File: src/hw/rtl/dedispersion_select_window_core_macros.svh
// assertion macros for the dedispersion window selector
// expects i_clk and i_rst_n in the scope of use
`ifndef DEDISPERSION_SELECT_WINDOW_CORE_MACROS_SVH
`define DEDISPERSION_SELECT_WINDOW_CORE_MACROS_SVH
`ifndef SYNTHESIS
`define DSWC_ASSERT_ALWAYS(lbl, cond, msg) \
    lbl: assert property (@(posedge i_clk) disable iff (!i_rst_n) (cond)) else $error(msg);
`define DSWC_ASSERT_IMP(lbl, ante, cons, msg) \
    lbl: assert property (@(posedge i_clk) disable iff (!i_rst_n) (ante) |-> (cons)) \
        else $error(msg);
`else
`define DSWC_ASSERT_ALWAYS(lbl, cond, msg)
`define DSWC_ASSERT_IMP(lbl, ante, cons, msg)
`endif
`endif

File: src/hw/rtl/dswc_pkg.sv
// constants and types for the dedispersion window selector
// no dependencies
`default_nettype none
package dswc_pkg;
    localparam int unsigned FREQ_W    = 32;
    localparam int unsigned SHIFT_W   = 24;
    localparam int unsigned TOTAL_W   = 32;
    localparam int unsigned CFG_IDX_W = 2;

    localparam logic [31:0] FREQ_MIN  = 32'd65536;
    localparam logic [31:0] FREQ_MAX  = 32'hFFFF_FFFF;
    localparam logic [12:0] DELAY_K   = 13'd4150;
    localparam logic [31:0] REF_RESET = 32'd5767168;

    localparam logic signed [23:0] SHIFT_MAX = 24'sh7F_FFFF;
    localparam logic signed [23:0] SHIFT_MIN = 24'sh80_0000;

    localparam logic [6:0] SQ_STEPS   = 7'd32;
    localparam logic [6:0] INV_STEPS  = 7'd96;
    localparam logic [6:0] MUL_STEPS  = 7'd45;
    localparam logic [6:0] QDIV_STEPS = 7'd30;

    localparam logic [1:0] CFG_DM        = 2'd0;
    localparam logic [1:0] CFG_TIME_STEP = 2'd1;
    localparam logic [1:0] CFG_REF_FREQ  = 2'd2;
endpackage
`default_nettype wire

File: src/hw/rtl/dswc_shift.sv
// bit-serial dispersion shift unit: square, reciprocal, scale, divide
// depends on dswc_pkg
`default_nettype none
module dswc_shift (
    input  wire logic               i_clk,
    input  wire logic               i_rst_n,
    input  wire logic               i_start,
    input  wire logic [31:0]        i_freq,
    input  wire logic [31:0]        i_dm,
    input  wire logic [31:0]        i_time_step,
    input  wire logic [31:0]        i_ref_freq,
    output logic                    o_done,
    output logic signed [23:0]      o_shift,
    output logic                    o_clip
);
    typedef enum logic [5:0] {
        U_IDLE = 6'b000001,
        U_SQ   = 6'b000010,
        U_DIV  = 6'b000100,
        U_MUL  = 6'b001000,
        U_QDIV = 6'b010000,
        U_FIN  = 6'b100000
    } t_ustate;

    t_ustate     r_st, n_st;
    logic [6:0]  r_cnt, n_cnt;
    logic        r_pass, n_pass;
    logic        r_neg, n_neg;
    logic [31:0] r_x, n_x;
    logic [63:0] r_mc, n_mc;
    logic [63:0] r_acc, n_acc;
    logic [64:0] r_rem, n_rem;
    logic [63:0] r_q, n_q;
    logic [63:0] r_mf, n_mf;
    logic [44:0] r_k, n_k;
    logic [29:0] r_n, n_n;

    logic [31:0] w_ref;
    logic        w_ref_clip;
    logic [31:0] w_t;
    logic [63:0] w_sq_sum;
    logic [64:0] w_div_sh;
    logic        w_div_ge;
    logic [63:0] w_q_next;
    logic [64:0] w_mul_sum;
    logic [32:0] w_qd_sh;
    logic        w_qd_ge;

    assign w_ref      = (i_ref_freq < dswc_pkg::FREQ_MIN) ? dswc_pkg::FREQ_MIN : i_ref_freq;
    assign w_ref_clip = (i_ref_freq < dswc_pkg::FREQ_MIN);
    assign w_t        = (i_time_step == 32'd0) ? 32'd1 : i_time_step;
    assign w_sq_sum   = r_acc + (r_x[0] ? r_mc : 64'd0);
    assign w_div_sh   = {r_rem[63:0], (r_cnt == dswc_pkg::INV_STEPS - 7'd1)};
    assign w_div_ge   = (w_div_sh >= {1'b0, r_acc});
    assign w_q_next   = {r_q[62:0], w_div_ge};
    assign w_mul_sum  = {1'b0, r_acc} + {1'b0, (r_k[0] ? r_mc : 64'd0)};
    assign w_qd_sh    = {r_rem[31:0], r_n[29]};
    assign w_qd_ge    = (w_qd_sh >= {1'b0, w_t});

    always_comb begin
        n_st = r_st; n_cnt = r_cnt; n_pass = r_pass; n_neg = r_neg;
        n_x = r_x; n_mc = r_mc; n_acc = r_acc; n_rem = r_rem; n_q = r_q;
        n_mf = r_mf; n_k = r_k; n_n = r_n;
        unique case (r_st)
            U_IDLE, U_FIN: begin
                n_st = U_IDLE;
                if (i_start) begin
                    n_x = i_freq; n_mc = {32'd0, i_freq}; n_acc = 64'd0;
                    n_pass = 1'b0; n_cnt = dswc_pkg::SQ_STEPS - 7'd1; n_st = U_SQ;
                end
            end
            U_SQ: begin
                n_acc = w_sq_sum; n_mc = {r_mc[62:0], 1'b0}; n_x = {1'b0, r_x[31:1]};
                n_cnt = r_cnt - 7'd1;
                if (r_cnt == 7'd0) begin
                    n_rem = 65'd0; n_q = 64'd0;
                    n_cnt = dswc_pkg::INV_STEPS - 7'd1; n_st = U_DIV;
                end
            end
            U_DIV: begin
                n_rem = w_div_ge ? (w_div_sh - {1'b0, r_acc}) : w_div_sh;
                n_q = w_q_next; n_cnt = r_cnt - 7'd1;
                if (r_cnt == 7'd0) begin
                    if (!r_pass) begin
                        n_mf = w_q_next; n_pass = 1'b1; n_x = w_ref;
                        n_mc = {32'd0, w_ref}; n_acc = 64'd0;
                        n_cnt = dswc_pkg::SQ_STEPS - 7'd1; n_st = U_SQ;
                    end else begin
                        n_neg = (r_mf < w_q_next);
                        n_mc  = (r_mf < w_q_next) ? (w_q_next - r_mf) : (r_mf - w_q_next);
                        n_acc = 64'd0;
                        n_k   = 45'(i_dm) * 45'(dswc_pkg::DELAY_K);
                        n_cnt = dswc_pkg::MUL_STEPS - 7'd1; n_st = U_MUL;
                    end
                end
            end
            U_MUL: begin
                n_acc = w_mul_sum[64:1]; n_k = {1'b0, r_k[44:1]}; n_cnt = r_cnt - 7'd1;
                if (r_cnt == 7'd0) begin
                    n_n = w_mul_sum[64:35]; n_rem = 65'd0;
                    n_cnt = dswc_pkg::QDIV_STEPS - 7'd1; n_st = U_QDIV;
                end
            end
            U_QDIV: begin
                n_rem = {32'd0, (w_qd_ge ? (w_qd_sh - {1'b0, w_t}) : w_qd_sh)};
                n_n = {r_n[28:0], w_qd_ge}; n_cnt = r_cnt - 7'd1;
                if (r_cnt == 7'd0) begin
                    n_st = U_FIN;
                end
            end
            default: begin
                n_st = U_IDLE;
            end
        endcase
    end

    always_ff @(posedge i_clk) begin
        if (!i_rst_n) begin
            r_st <= U_IDLE;
        end else begin
            r_st <= n_st;
        end
        r_cnt <= n_cnt; r_pass <= n_pass; r_neg <= n_neg; r_x <= n_x; r_mc <= n_mc;
        r_acc <= n_acc; r_rem <= n_rem; r_q <= n_q; r_mf <= n_mf; r_k <= n_k; r_n <= n_n;
    end

    always_comb begin
        o_shift = r_n[23:0];
        o_clip  = w_ref_clip;
        if (r_neg) begin
            if (r_n > 30'd8388608) begin
                o_shift = dswc_pkg::SHIFT_MIN; o_clip = 1'b1;
            end else begin
                o_shift = 24'(30'd0 - r_n);
            end
        end else if (r_n > 30'd8388607) begin
            o_shift = dswc_pkg::SHIFT_MAX; o_clip = 1'b1;
        end
    end

    assign o_done = (r_st == U_FIN);
endmodule
`default_nettype wire

File: src/hw/rtl/dedispersion_select_window_core.sv
// top level of the dedispersion window selector: sweep control, window sums
// depends on dswc_pkg, dswc_shift and the assertion macro header
`default_nettype none
`include "dedispersion_select_window_core_macros.svh"
// One channel is accepted at a time. Its shift comes from a bit-serial unit that
// squares the frequency, forms floor(2^95/f^2) by restoring division, does the
// same for the reference frequency, scales by dm*4150 and divides by the time step.
// A channel that follows a held first channel needs a second pass for the
// imaginary channel. One result is held in an output register, so the next
// channel is taken while a result waits. There is no clearing pass after reset.
module dedispersion_select_window_core (
    input  wire logic               i_clk,
    input  wire logic               i_rst_n,
    input  wire logic               i_valid,
    output logic                    o_ready,
    input  wire logic [31:0]        i_freq,
    input  wire logic               i_first,
    input  wire logic               i_last,
    output logic                    o_valid,
    input  wire logic               i_ready,
    output logic signed [23:0]      o_shift_index,
    output logic signed [23:0]      o_window_end,
    output logic [31:0]             o_window_total,
    output logic                    o_saturated,
    output logic                    o_end_of_sweep,
    input  wire logic               i_cfg_we,
    input  wire logic [1:0]         i_cfg_idx,
    input  wire logic [31:0]        i_cfg_data
);
    typedef enum logic [4:0] {
        S_IDLE = 5'b00001,
        S_CUR  = 5'b00010,
        S_IMG  = 5'b00100,
        S_EMH  = 5'b01000,
        S_EMC  = 5'b10000
    } t_state;

    t_state             r_state, n_state;
    logic [31:0]        r_dm, r_tstep, r_ref;
    logic [31:0]        r_freq, n_freq;
    logic               r_first, n_first, r_last, n_last, r_clip, n_clip;
    logic signed [23:0] r_shift, n_shift;
    logic [31:0]        r_hfreq, n_hfreq;
    logic signed [23:0] r_hshift, n_hshift, r_s0, n_s0, r_prev, n_prev;
    logic               r_hclip, n_hclip, r_hold, n_hold;
    logic [31:0]        r_total, n_total;
    logic               n_ovalid;
    logic signed [23:0] n_oshift, n_oend;
    logic [31:0]        n_ototal;
    logic               n_osat, n_oeos;

    logic               w_accept, w_free, w_start;
    logic [31:0]        w_in_freq, w_ufreq;
    logic               w_in_clip;
    logic               w_done, w_uclip;
    logic signed [23:0] w_ushift;
    logic signed [34:0] w_c;
    logic [34:0]        w_cabs;
    logic [31:0]        w_cm;
    logic               w_cm_clip;

    logic signed [23:0] w_e_shift;
    logic signed [25:0] w_e_size, w_e_end26, w_sm_h, w_sm_c;
    logic signed [23:0] w_e_end;
    logic               w_e_clip, w_e_endclip;
    logic [31:0]        w_e_base;
    logic [25:0]        w_e_len;
    logic [32:0]        w_e_sum;

    assign o_ready   = (r_state == S_IDLE);
    assign w_accept  = i_valid && o_ready;
    assign w_free    = !o_valid || i_ready;
    assign w_in_clip = (i_freq < dswc_pkg::FREQ_MIN);
    assign w_in_freq = w_in_clip ? dswc_pkg::FREQ_MIN : i_freq;

    assign w_c    = $signed({2'b00, r_hfreq, 1'b0}) - $signed({3'b000, r_freq});
    assign w_cabs = w_c[34] ? 35'(-w_c) : 35'(w_c);
    always_comb begin
        w_cm = w_cabs[31:0];
        w_cm_clip = 1'b0;
        if (w_cabs > {3'b000, dswc_pkg::FREQ_MAX}) begin
            w_cm = dswc_pkg::FREQ_MAX; w_cm_clip = 1'b1;
        end else if (w_cabs < {3'b000, dswc_pkg::FREQ_MIN}) begin
            w_cm = dswc_pkg::FREQ_MIN; w_cm_clip = 1'b1;
        end
    end

    assign w_start = w_accept || ((r_state == S_CUR) && w_done && !r_first && r_hold);
    assign w_ufreq = w_accept ? w_in_freq : w_cm;

    dswc_shift u_shift (
        .i_clk       (i_clk),
        .i_rst_n     (i_rst_n),
        .i_start     (w_start),
        .i_freq      (w_ufreq),
        .i_dm        (r_dm),
        .i_time_step (r_tstep),
        .i_ref_freq  (r_ref),
        .o_done      (w_done),
        .o_shift     (w_ushift),
        .o_clip      (w_uclip)
    );

    always_comb begin
        w_sm_h = 26'(r_s0) - 26'(r_hshift) - 26'sd1;
        if (w_sm_h < 0) w_sm_h = 26'sd0;
        w_sm_c = 26'(r_prev) - 26'(r_shift) - 26'sd1;
        if (w_sm_c < 0) w_sm_c = 26'sd0;
    end

    always_comb begin
        if (r_state == S_EMH) begin
            w_e_shift = r_hshift; w_e_size = w_sm_h; w_e_clip = r_hclip; w_e_base = r_total;
        end else begin
            w_e_shift = r_shift; w_e_clip = r_clip;
            w_e_size  = r_first ? 26'sd0 : w_sm_c;
            w_e_base  = r_first ? 32'd0 : r_total;
        end
        w_e_end26   = 26'(w_e_shift) + w_e_size;
        w_e_endclip = (w_e_end26 > 26'(dswc_pkg::SHIFT_MAX));
        w_e_end     = w_e_endclip ? dswc_pkg::SHIFT_MAX : w_e_end26[23:0];
        w_e_len     = 26'(26'(w_e_end) - 26'(w_e_shift) + 26'sd1);
        w_e_sum     = {1'b0, w_e_base} + 33'(w_e_len);
    end

    always_comb begin
        n_state = r_state; n_freq = r_freq; n_first = r_first; n_last = r_last;
        n_clip = r_clip; n_shift = r_shift; n_hfreq = r_hfreq; n_hshift = r_hshift;
        n_s0 = r_s0; n_prev = r_prev; n_hclip = r_hclip; n_hold = r_hold; n_total = r_total;
        n_ovalid = o_valid && !i_ready;
        n_oshift = o_shift_index; n_oend = o_window_end; n_ototal = o_window_total;
        n_osat = o_saturated; n_oeos = o_end_of_sweep;
        unique case (r_state)
            S_IDLE: begin
                if (w_accept) begin
                    n_freq = w_in_freq; n_clip = w_in_clip;
                    n_first = i_first; n_last = i_last; n_state = S_CUR;
                end
            end
            S_CUR: begin
                if (w_done) begin
                    n_shift = w_ushift; n_clip = r_clip | w_uclip;
                    if (r_first) begin
                        n_hold = 1'b0;
                        if (r_last) begin
                            n_state = S_EMC;
                        end else begin
                            n_total = 32'd0; n_hfreq = r_freq; n_hshift = w_ushift;
                            n_hclip = r_clip | w_uclip; n_hold = 1'b1;
                            n_prev = w_ushift; n_state = S_IDLE;
                        end
                    end else if (r_hold) begin
                        n_hclip = r_hclip | w_cm_clip; n_state = S_IMG;
                    end else begin
                        n_state = S_EMC;
                    end
                end
            end
            S_IMG: begin
                if (w_done) begin
                    n_s0 = w_ushift; n_hclip = r_hclip | w_uclip; n_state = S_EMH;
                end
            end
            S_EMH, S_EMC: begin
                if (w_free) begin
                    n_ovalid = 1'b1; n_oshift = w_e_shift; n_oend = w_e_end;
                    n_osat = w_e_clip | w_e_endclip | w_e_sum[32];
                    n_ototal = w_e_sum[32] ? 32'hFFFF_FFFF : w_e_sum[31:0];
                    n_total = n_ototal;
                    if (r_state == S_EMH) begin
                        n_oeos = 1'b0; n_hold = 1'b0; n_state = S_EMC;
                    end else begin
                        n_oeos = r_last; n_prev = r_shift; n_state = S_IDLE;
                    end
                end
            end
            default: begin
                n_state = S_IDLE;
            end
        endcase
    end

    always_ff @(posedge i_clk) begin
        if (!i_rst_n) begin
            r_state <= S_IDLE; r_dm <= 32'd0; r_tstep <= 32'd1;
            r_ref <= dswc_pkg::REF_RESET; r_hfreq <= 32'd0; r_hshift <= 24'sd0;
            r_hclip <= 1'b0; r_hold <= 1'b0; r_prev <= 24'sd0; r_total <= 32'd0;
            o_valid <= 1'b0;
        end else begin
            r_state <= n_state; r_hfreq <= n_hfreq; r_hshift <= n_hshift;
            r_hclip <= n_hclip; r_hold <= n_hold; r_prev <= n_prev; r_total <= n_total;
            o_valid <= n_ovalid;
            if (i_cfg_we) begin
                unique case (i_cfg_idx)
                    dswc_pkg::CFG_DM:        r_dm <= i_cfg_data;
                    dswc_pkg::CFG_TIME_STEP: r_tstep <= i_cfg_data;
                    dswc_pkg::CFG_REF_FREQ:  r_ref <= i_cfg_data;
                    default: begin
                    end
                endcase
            end
        end
        r_freq <= n_freq; r_first <= n_first; r_last <= n_last; r_clip <= n_clip;
        r_shift <= n_shift; r_s0 <= n_s0;
        o_shift_index <= n_oshift; o_window_end <= n_oend; o_window_total <= n_ototal;
        o_saturated <= n_osat; o_end_of_sweep <= n_oeos;
    end

    `DSWC_ASSERT_IMP(a_done_when_waiting, w_done, (r_state == S_CUR) || (r_state == S_IMG), "unit done while not waiting")
    `DSWC_ASSERT_IMP(a_held_emit_has_hold, r_state == S_EMH, r_hold, "held result without held channel")
    `DSWC_ASSERT_IMP(a_valid_from_emit, $rose(o_valid), $past(r_state == S_EMH) || $past(r_state == S_EMC), "result without emit")
endmodule
`default_nettype wire

File: config.mk
export PLATFORM = sky130hd
export DESIGN_NAME = dedispersion_select_window_core
export DESIGN_NICKNAME = d
export VERILOG_FILES = /design/src/hw/rtl/dswc_pkg.sv /design/src/hw/rtl/dswc_shift.sv /design/src/hw/rtl/dedispersion_select_window_core.sv
export VERILOG_INCLUDE_DIRS = /design/src /design/src/hw/rtl
export SDC_FILE = /design/constraint.sdc
export NUM_CORES = 2
export LEC_CHECK = 0
export BUFFER_PORTS_ARGS = -buffer_cell sky130_fd_sc_hd__buf_2
export CAP_MARGIN = 20
export CORE_MARGIN = 5
export CORE_UTILIZATION = 60
export CTS_BUF_LIST = sky130_fd_sc_hd__clkbuf_8
export DETAILED_ROUTE_END_ITERATION = 10
export PLACE_DENSITY = 0.78
export SYNTH_ARGS = -nofsm -noshare
export SYNTH_HDL_FRONTEND = slang
export SYNTH_SLANG_ARGS = --single-unit
File: constraint.sdc
create_clock -name i_clk -period 16.1 [get_ports i_clk]
set_clock_uncertainty 0.2 [all_clocks]
set_input_delay 1.61 -clock i_clk [delete_from_list [all_inputs] [get_ports i_clk]]
set_output_delay 1.61 -clock i_clk [all_outputs]
set_load 0.02 [all_outputs]
# After elaboration in Yosys (flattened, before gate mapping)
# Cells that the tools add are included.
# totals
regBits	822
in_bits	73
wordCells	259
# op_classes
n_addsub	18
n_mul	1
magnitude_cmp	12
eq_ne	32
mux	102
n_bitwise	7
n_reduce_logical	53
# ops
operator	count
64-bit 2-to-1 mux	10
32-bit 2-to-1 mux	16
64-bit one-hot mux with 3 select lines	2
64-bit one-hot mux with 4 select lines	1
24-bit 2-to-1 mux	10
64-bit subtractor	3
63-bit one-hot mux with 2 select lines	1
26-bit 2-to-1 mux	4
32-bit one-hot mux with 3 select lines	1
45-bit 2-to-1 mux	2
45-bit one-hot mux with 2 select lines	1
24-bit by 24-bit subtractor with 25-bit output	3
64-bit by 64-bit adder with 65-bit output	1
65-bit by 64-bit >= comparator with 1-bit output	1
64-bit adder	1
32-bit by 17-bit less-than comparator with 1-bit output, second input constant	2
64-bit less-than comparator	1
32-bit one-hot mux with 2 select lines	1
30-bit one-hot mux with 2 select lines	1
26-bit by 1-bit less-than comparator with 1-bit output, second input constant	2
25-bit by 2-bit subtractor with 26-bit output, second input constant	2
24-bit one-hot mux with 2 select lines	1
32-bit by 12-bit multiplier with 44-bit output, second input constant	1
5-bit 2-to-1 mux	8
61 further kinds	149

# Depth between registers and ports, before layout
# logic_depth
ltp_word	15
ltp_mapped	62

# By module
# Synthesis repeated with hierarchy kept, for this count alone.
# unflattened
cells_unflattened	8178
area_unflattened_um2	69651.8
# by_module_without_submodules
module	n_inst	cells_per_inst	area_each_um2	seq_area_each_um2
dswc_shift	1	5419	45501.1	13182.6
dedispersion_select_window_core	1	2759	24150.7	9278.9

# Least setup slack after synthesis
# No wires, ideal clock.
# synth_path
path_type	register to register
start	register r_s0[1]
end	register o_window_total[29], data pin
setup_ps	255
t_arrival_ps	11660
required_ps	15645
slack_ps	3985
stages_incl_launch_ff	59
n_path_buf	5
path_cell_list	edfxtp_1 > ha_1 > a21o_1 > a21oi_1 > nor2b_1 > o21a_1 > o211ai_1 > a41oi_1 > or2_2 > a31o_2 > a31o_2 > a31o_2 > a21oi_1 > a211o_1 > clkbuf_1 > clkbuf_1 > o22ai_1 > ha_1 > [23 not listed] > a21oi_1 > o21ai_0 > a21oi_1 > a21oi_1 > xnor2_1 > ha_1 > a21o_1 > a21o_1 > o31ai_1 > o211a_1 > o41ai_1 > a311oi_1 > or3_1 > clkbuf_1 > clkbuf_1 > nand2_1 > nor2_1 > nor2_1
# synth_via
elab_chain_cells	12
# synth_rtl
element	line	source
start: declaration	dedispersion_select_window_core.sv:44	logic signed [23:0] r_hshift, n_hshift, r_s0, n_s0, r_prev, n_prev;
start signal: assignment	dedispersion_select_window_core.sv:204	r_shift <= n_shift; r_s0 <= n_s0;
24-bit by 24-bit subtractor with 25-bit output (*)	dedispersion_select_window_core.sv:105	w_sm_h = 26'(r_s0) - 26'(r_hshift) - 26'sd1;
25-bit by 2-bit subtractor with 26-bit output (*)	dedispersion_select_window_core.sv:105	
26-bit by 1-bit less-than comparator with 1-bit output	dedispersion_select_window_core.sv:106	if (w_sm_h < 0) w_sm_h = 26'sd0;
26-bit 2-to-1 mux (*)	dedispersion_select_window_core.sv:106	
26-bit 2-to-1 mux (*)	dedispersion_select_window_core.sv:112	if (r_state == S_EMH) begin
24-bit by 26-bit adder with 26-bit output (*)	dedispersion_select_window_core.sv:119	w_e_end26 = 26'(w_e_shift) + w_e_size;
26-bit by 24-bit greater-than comparator with 1-bit output	dedispersion_select_window_core.sv:120	w_e_endclip = (w_e_end26 > 26'(dswc_pkg::SHIFT_MAX));
24-bit 2-to-1 mux (*)	dedispersion_select_window_core.sv:121	w_e_end = w_e_endclip ? dswc_pkg::SHIFT_MAX : w_e_end26[23:0];
net w_e_end[2]	dedispersion_select_window_core.sv:64	logic signed [23:0] w_e_end;
24-bit by 24-bit subtractor with 25-bit output (*)	dedispersion_select_window_core.sv:122	w_e_len = 26'(26'(w_e_end) - 26'(w_e_shift) + 26'sd1);
25-bit by 2-bit adder with 26-bit output (*)	dedispersion_select_window_core.sv:122	
32-bit by 26-bit adder with 33-bit output (*)	dedispersion_select_window_core.sv:123	w_e_sum = {1'b0, w_e_base} + 33'(w_e_len);
32-bit 2-to-1 mux (*)	dedispersion_select_window_core.sv:168	n_ototal = w_e_sum[32] ? 32'hFFFF_FFFF : w_e_sum[31:0];
end signal: assignment	dedispersion_select_window_core.sv:205	o_shift_index <= n_oshift; o_window_end <= n_oend; o_window_total <= n_ototal;
end: declaration	dedispersion_select_window_core.sv:23	output logic [31:0] o_window_total,
# The timed path passes the listed nets; every way through them passes the cells marked *.
# A chain may end at the register's enable or synchronous reset.

# Worst setup path in the final report
# layout_path
start	register r_shift[1]
end	register r_total[1]
# layout_via
elab_chain_cells	15
word_cells_on_any_way	16
# layout_rtl
element	line	source
start: declaration	dedispersion_select_window_core.sv:42	logic signed [23:0] r_shift, n_shift;
start signal: assignment	dedispersion_select_window_core.sv:204	
24-bit by 24-bit subtractor with 25-bit output	dedispersion_select_window_core.sv:107	w_sm_c = 26'(r_prev) - 26'(r_shift) - 26'sd1;
25-bit by 2-bit subtractor with 26-bit output	dedispersion_select_window_core.sv:107	
26-bit by 1-bit less-than comparator with 1-bit output	dedispersion_select_window_core.sv:108	if (w_sm_c < 0) w_sm_c = 26'sd0;
26-bit 2-to-1 mux	dedispersion_select_window_core.sv:108	
26-bit 2-to-1 mux	dedispersion_select_window_core.sv:116	w_e_size = r_first ? 26'sd0 : w_sm_c;
26-bit 2-to-1 mux	dedispersion_select_window_core.sv:112	
24-bit by 26-bit adder with 26-bit output (*)	dedispersion_select_window_core.sv:119	
26-bit by 24-bit greater-than comparator with 1-bit output	dedispersion_select_window_core.sv:120	
24-bit 2-to-1 mux (*)	dedispersion_select_window_core.sv:121	
net w_e_end[2]	dedispersion_select_window_core.sv:64	
24-bit by 24-bit subtractor with 25-bit output (*)	dedispersion_select_window_core.sv:122	
25-bit by 2-bit adder with 26-bit output (*)	dedispersion_select_window_core.sv:122	
32-bit by 26-bit adder with 33-bit output (*)	dedispersion_select_window_core.sv:123	
32-bit 2-to-1 mux (*)	dedispersion_select_window_core.sv:168	
32-bit 2-to-1 mux (*)	dedispersion_select_window_core.sv:165	if (w_free) begin
32-bit one-hot mux with 2 select lines (*)	dedispersion_select_window_core.sv:133	unique case (r_state)
end signal: assignment	dedispersion_select_window_core.sv:191	r_hclip <= n_hclip; r_hold <= n_hold; r_prev <= n_prev; r_total <= n_total;
end: declaration	dedispersion_select_window_core.sv:46	logic [31:0] r_total, n_total;
# The timed path passes the listed nets; every way through them passes the cells marked *. The select of a mux whose other input is x is not followed.

==> results.json <==
{
  "status": "finished clean",
  "synth_edf_count": 600,
  "port_buffers": 156,
  "tightest_slew_ps": 1177,
  "die_area_mm2": 0.1209,
  "grt_pass1_vias": 57425,
  "setup-tns-final_ps": 0,
  "vias_per_cell": 6.281,
  "cts_made_buffers": 152,
  "final_nets": 8857,
  "synth_common_cells": "920 x nand2_1, 670 x inv_1, 669 x ha_1",
  "io_pins": 157,
  "slew_headroom_pct": 20.26,
  "grt_use_total_pct": 32.72,
  "synth.distinct_cells": 93,
  "start_util_pct": 60.57,
  "hold_start": "r_total[7]",
  "cts-hold-fix-buffers": 0,
  "avgSynthCellArea_um2": 8.567,
  "p_per_area_mw_per_mm2": 101.4,
  "h-tree-depth": 4,
  "clk_pin_slew_worst_paths_ps": 60,
  "finalSetupViolations": 0,
  "dr.pass1.iters": 9,
  "cts_setup_buffers": 0,
  "gr-total-overflow": 0,
  "synth_top_area_share_pct": 26.33,
  "reg2reg_to": "r_total[1]",
  "critPathRequiredTime_ps": 16670,
  "final-hold-violation-count": 0,
  "fmax_mhz": 67.00,
  "synthDominantAreaCellType": "edfxtp_1",
  "grt_max_degree": 121,
  "tritoncts": "yes",
  "wl_um": 206600,
  "slew_violations": 0,
  "rows": 123,
  "place_inst": 9364,
  "rsz0062_at_grt": "no",
  "cts_sinks": 822,
  "max-cap-violations": 0,
  "syn_area_mm2": 0.06843,
  "wl_per_cell_um": 21.39,
  "async_flop_share_pct": 0,
  "peakVddDrop_mv": 0.1074,
  "grt_first_pass_wirelength_um": 319200,
  "core_region_area_mm2": 0.1130,
  "cp.arrival_ps": 15500,
  "fin_cells": 9658,
  "rrSetupSlack_ps": 1180,
  "regArea_mm2": 0.02246,
  "cts.path.max_buffers": 3,
  "hold_path_end": "r_total[7]",
  "cts-root-buf": "clkbuf_8",
  "drive_gt1_share_pct": 6.551,
  "yosysWarnings": 0,
  "critPathLaunchType": "flop",
  "dp.final_hpwl_um": 158600,
  "area_growth_pct": 7.501,
  "fillers": 9629,
  "cp_slowest_stage_delay_ps": 810,
  "multiInputGateArea_mm2": 0.04230,
  "final.min_clock_period_ps": 14920,
  "drt-initial-drc-count": 6175,
  "die_y_um": 347.7,
  "yosysSeqAreaShare_pct": 32.83,
  "worstSetupEndpointType": "flop",
  "synthFlopType": "edfxtp_1",
  "synth.most_common_cell": "nand2_1",
  "gp_congestion": 0.9854,
  "worstHoldPathType": "flop to flop",
  "cp_max_fo": 25,
  "drc": 0,
  "crit_type": "flop to flop",
  "p_leak_uw": 0.03180,
  "syn_nets": 8824,
  "cp_common_cell": "a21oi_1",
  "synth_area_leaders": "edfxtp_1 26%, ha_1 12%, dfxtp_1 6.5%",
  "reg2reg_depth": 58,
  "fin_crit_sh_pct": 92.70,
  "syn-instance-count": 7987,
  "die_x_um": 347.7,
  "crit_slowest_cell": "a311oi_1",
  "antenna_found_initial": 11,
  "hold_depth": 2,
  "synth-seq-cells": 822,
  "timing.rr.start": "r_shift[1]",
  "vias": 60658,
  "insertion_delay_ps": 900,
  "ant_nets": 0
}
-- per-layer routing --
| metal | share of wire, % | vias up | global-route usage [%] |
|---|---|---|---|
| met4 | 4.7 | 6 | 13.67 |
| met3 | 9.3 | 529 | 6.110 |
| met5 | 0.017 | - | 0 |
| met2 | 43 | 2614 | 50.52 |
| li1 | - | 28726 | - |
| met1 | 43 | 28783 | 45.43 |
-- through the flow --
stage / util (%) / total power, µW / setup WS (ps) / instance area, µm² / hold slack [ps]
after global placement: 62.28 / 5235 / 1804 / 70350 / 232.8
after global routing: 65.11 / 7820 / 98.59 / 73550 / 289.4
final: 65.12 / 7458 / 1175 / 73560 / 267.3
after floorplan: - / 4584 / 3985 / 68430 / 226.4
after CTS: 65.08 / 7411 / 1276 / 73520 / 270.7
after detailed placement: 62.29 / 5288 / 1423 / 70360 / 254.7
-- critical path, delay by kind of cell, from the launching register on --
kind	cells	cell delay [ps]
DFF	1	390
adders and majority gates	6	2020
and+or+nand+nor	7	1350
xor gates and xnor gates	2	250
buffers and inverters	4	580
AOI/OAI and AO/OA	39	9970
-- area by class of cell --
cell class                 instances  area share [%]
clock buffer                     170           3.181
multi-input combinational       6160           57.51
tap                             1500           2.551
antenna                            7         0.02381
clock inverter                   115           1.109
timing repair buffer             213           1.669
sequential                       822           30.54
inverter                         671           3.424
-- worst max path at each step --
stage | from | end | cells after the start | slack, ps
3_3_place_gp | r_shift[1] | r_total[1] | 60 | 1800
6_report | r_shift[1] | r_total[1] | 58 | 1180
3_5_place_dp | r_shift[1] | r_total[2] | 57 | 1420
2_1_floorplan | r_s0[1] | o_window_total[29] | 58 | 3990
5_1_grt | r_shift[1] | r_total[2] | 57 | 100
4_1_cts | r_shift[1] | r_total[1] | 60 | 1280
-- flip-flops by register name (all words and copies together), names as in the netlist, 45 cells and up --
| register | count |
|---|---|
| u_shift.r_acc | 64 |
| u_shift.r_mc | 64 |
| u_shift.r_mf | 64 |
| u_shift.r_rem | 64 |
| u_shift.r_q | 63 |
| u_shift.r_k | 45 |
-- cell families after synthesis --
group,Yosys count,synth area share [%]
buffers and inverters,1005,5.528
muxes,84,1.236
DFF,822,32.83
xor gates and xnor gates,438,5.606
and+or+nand+nor,2468,17.07
AOI/OAI and AO/OA,2406,22.72
adders and majority gates,764,15.01
-- repair_timing --
item | in CTS | in global routing
endpoints found under the hold margin | 0 | 0
setup endpoints to repair | 0 | 33
resized for setup | 0 | 1
-- layout by cell type (no fill, tap or decap), types with 170 or more instances in the layout --
cell	instances
edfxtp_1	600
clkbuf_8	170
inv_1	707
a21boi_0	200
nor2_1	558
dfxtp_1	222
and2_1	212
nand2_1	917
a21o_1	260
ha_1	669
o21ai_0	474
xnor2_1	276
a21oi_1	632
-- power breakdown --
| group | switching, µW | internal, µW | total (µW) |
|---|---|---|---|
| combinational | 1580 | 1030 | 2610 |
| clock | 1000 | 1120 | 2120 |
| sequential | 213 | 2510 | 2730 |
No activity file was read; power rests on OpenSTA's default activity.
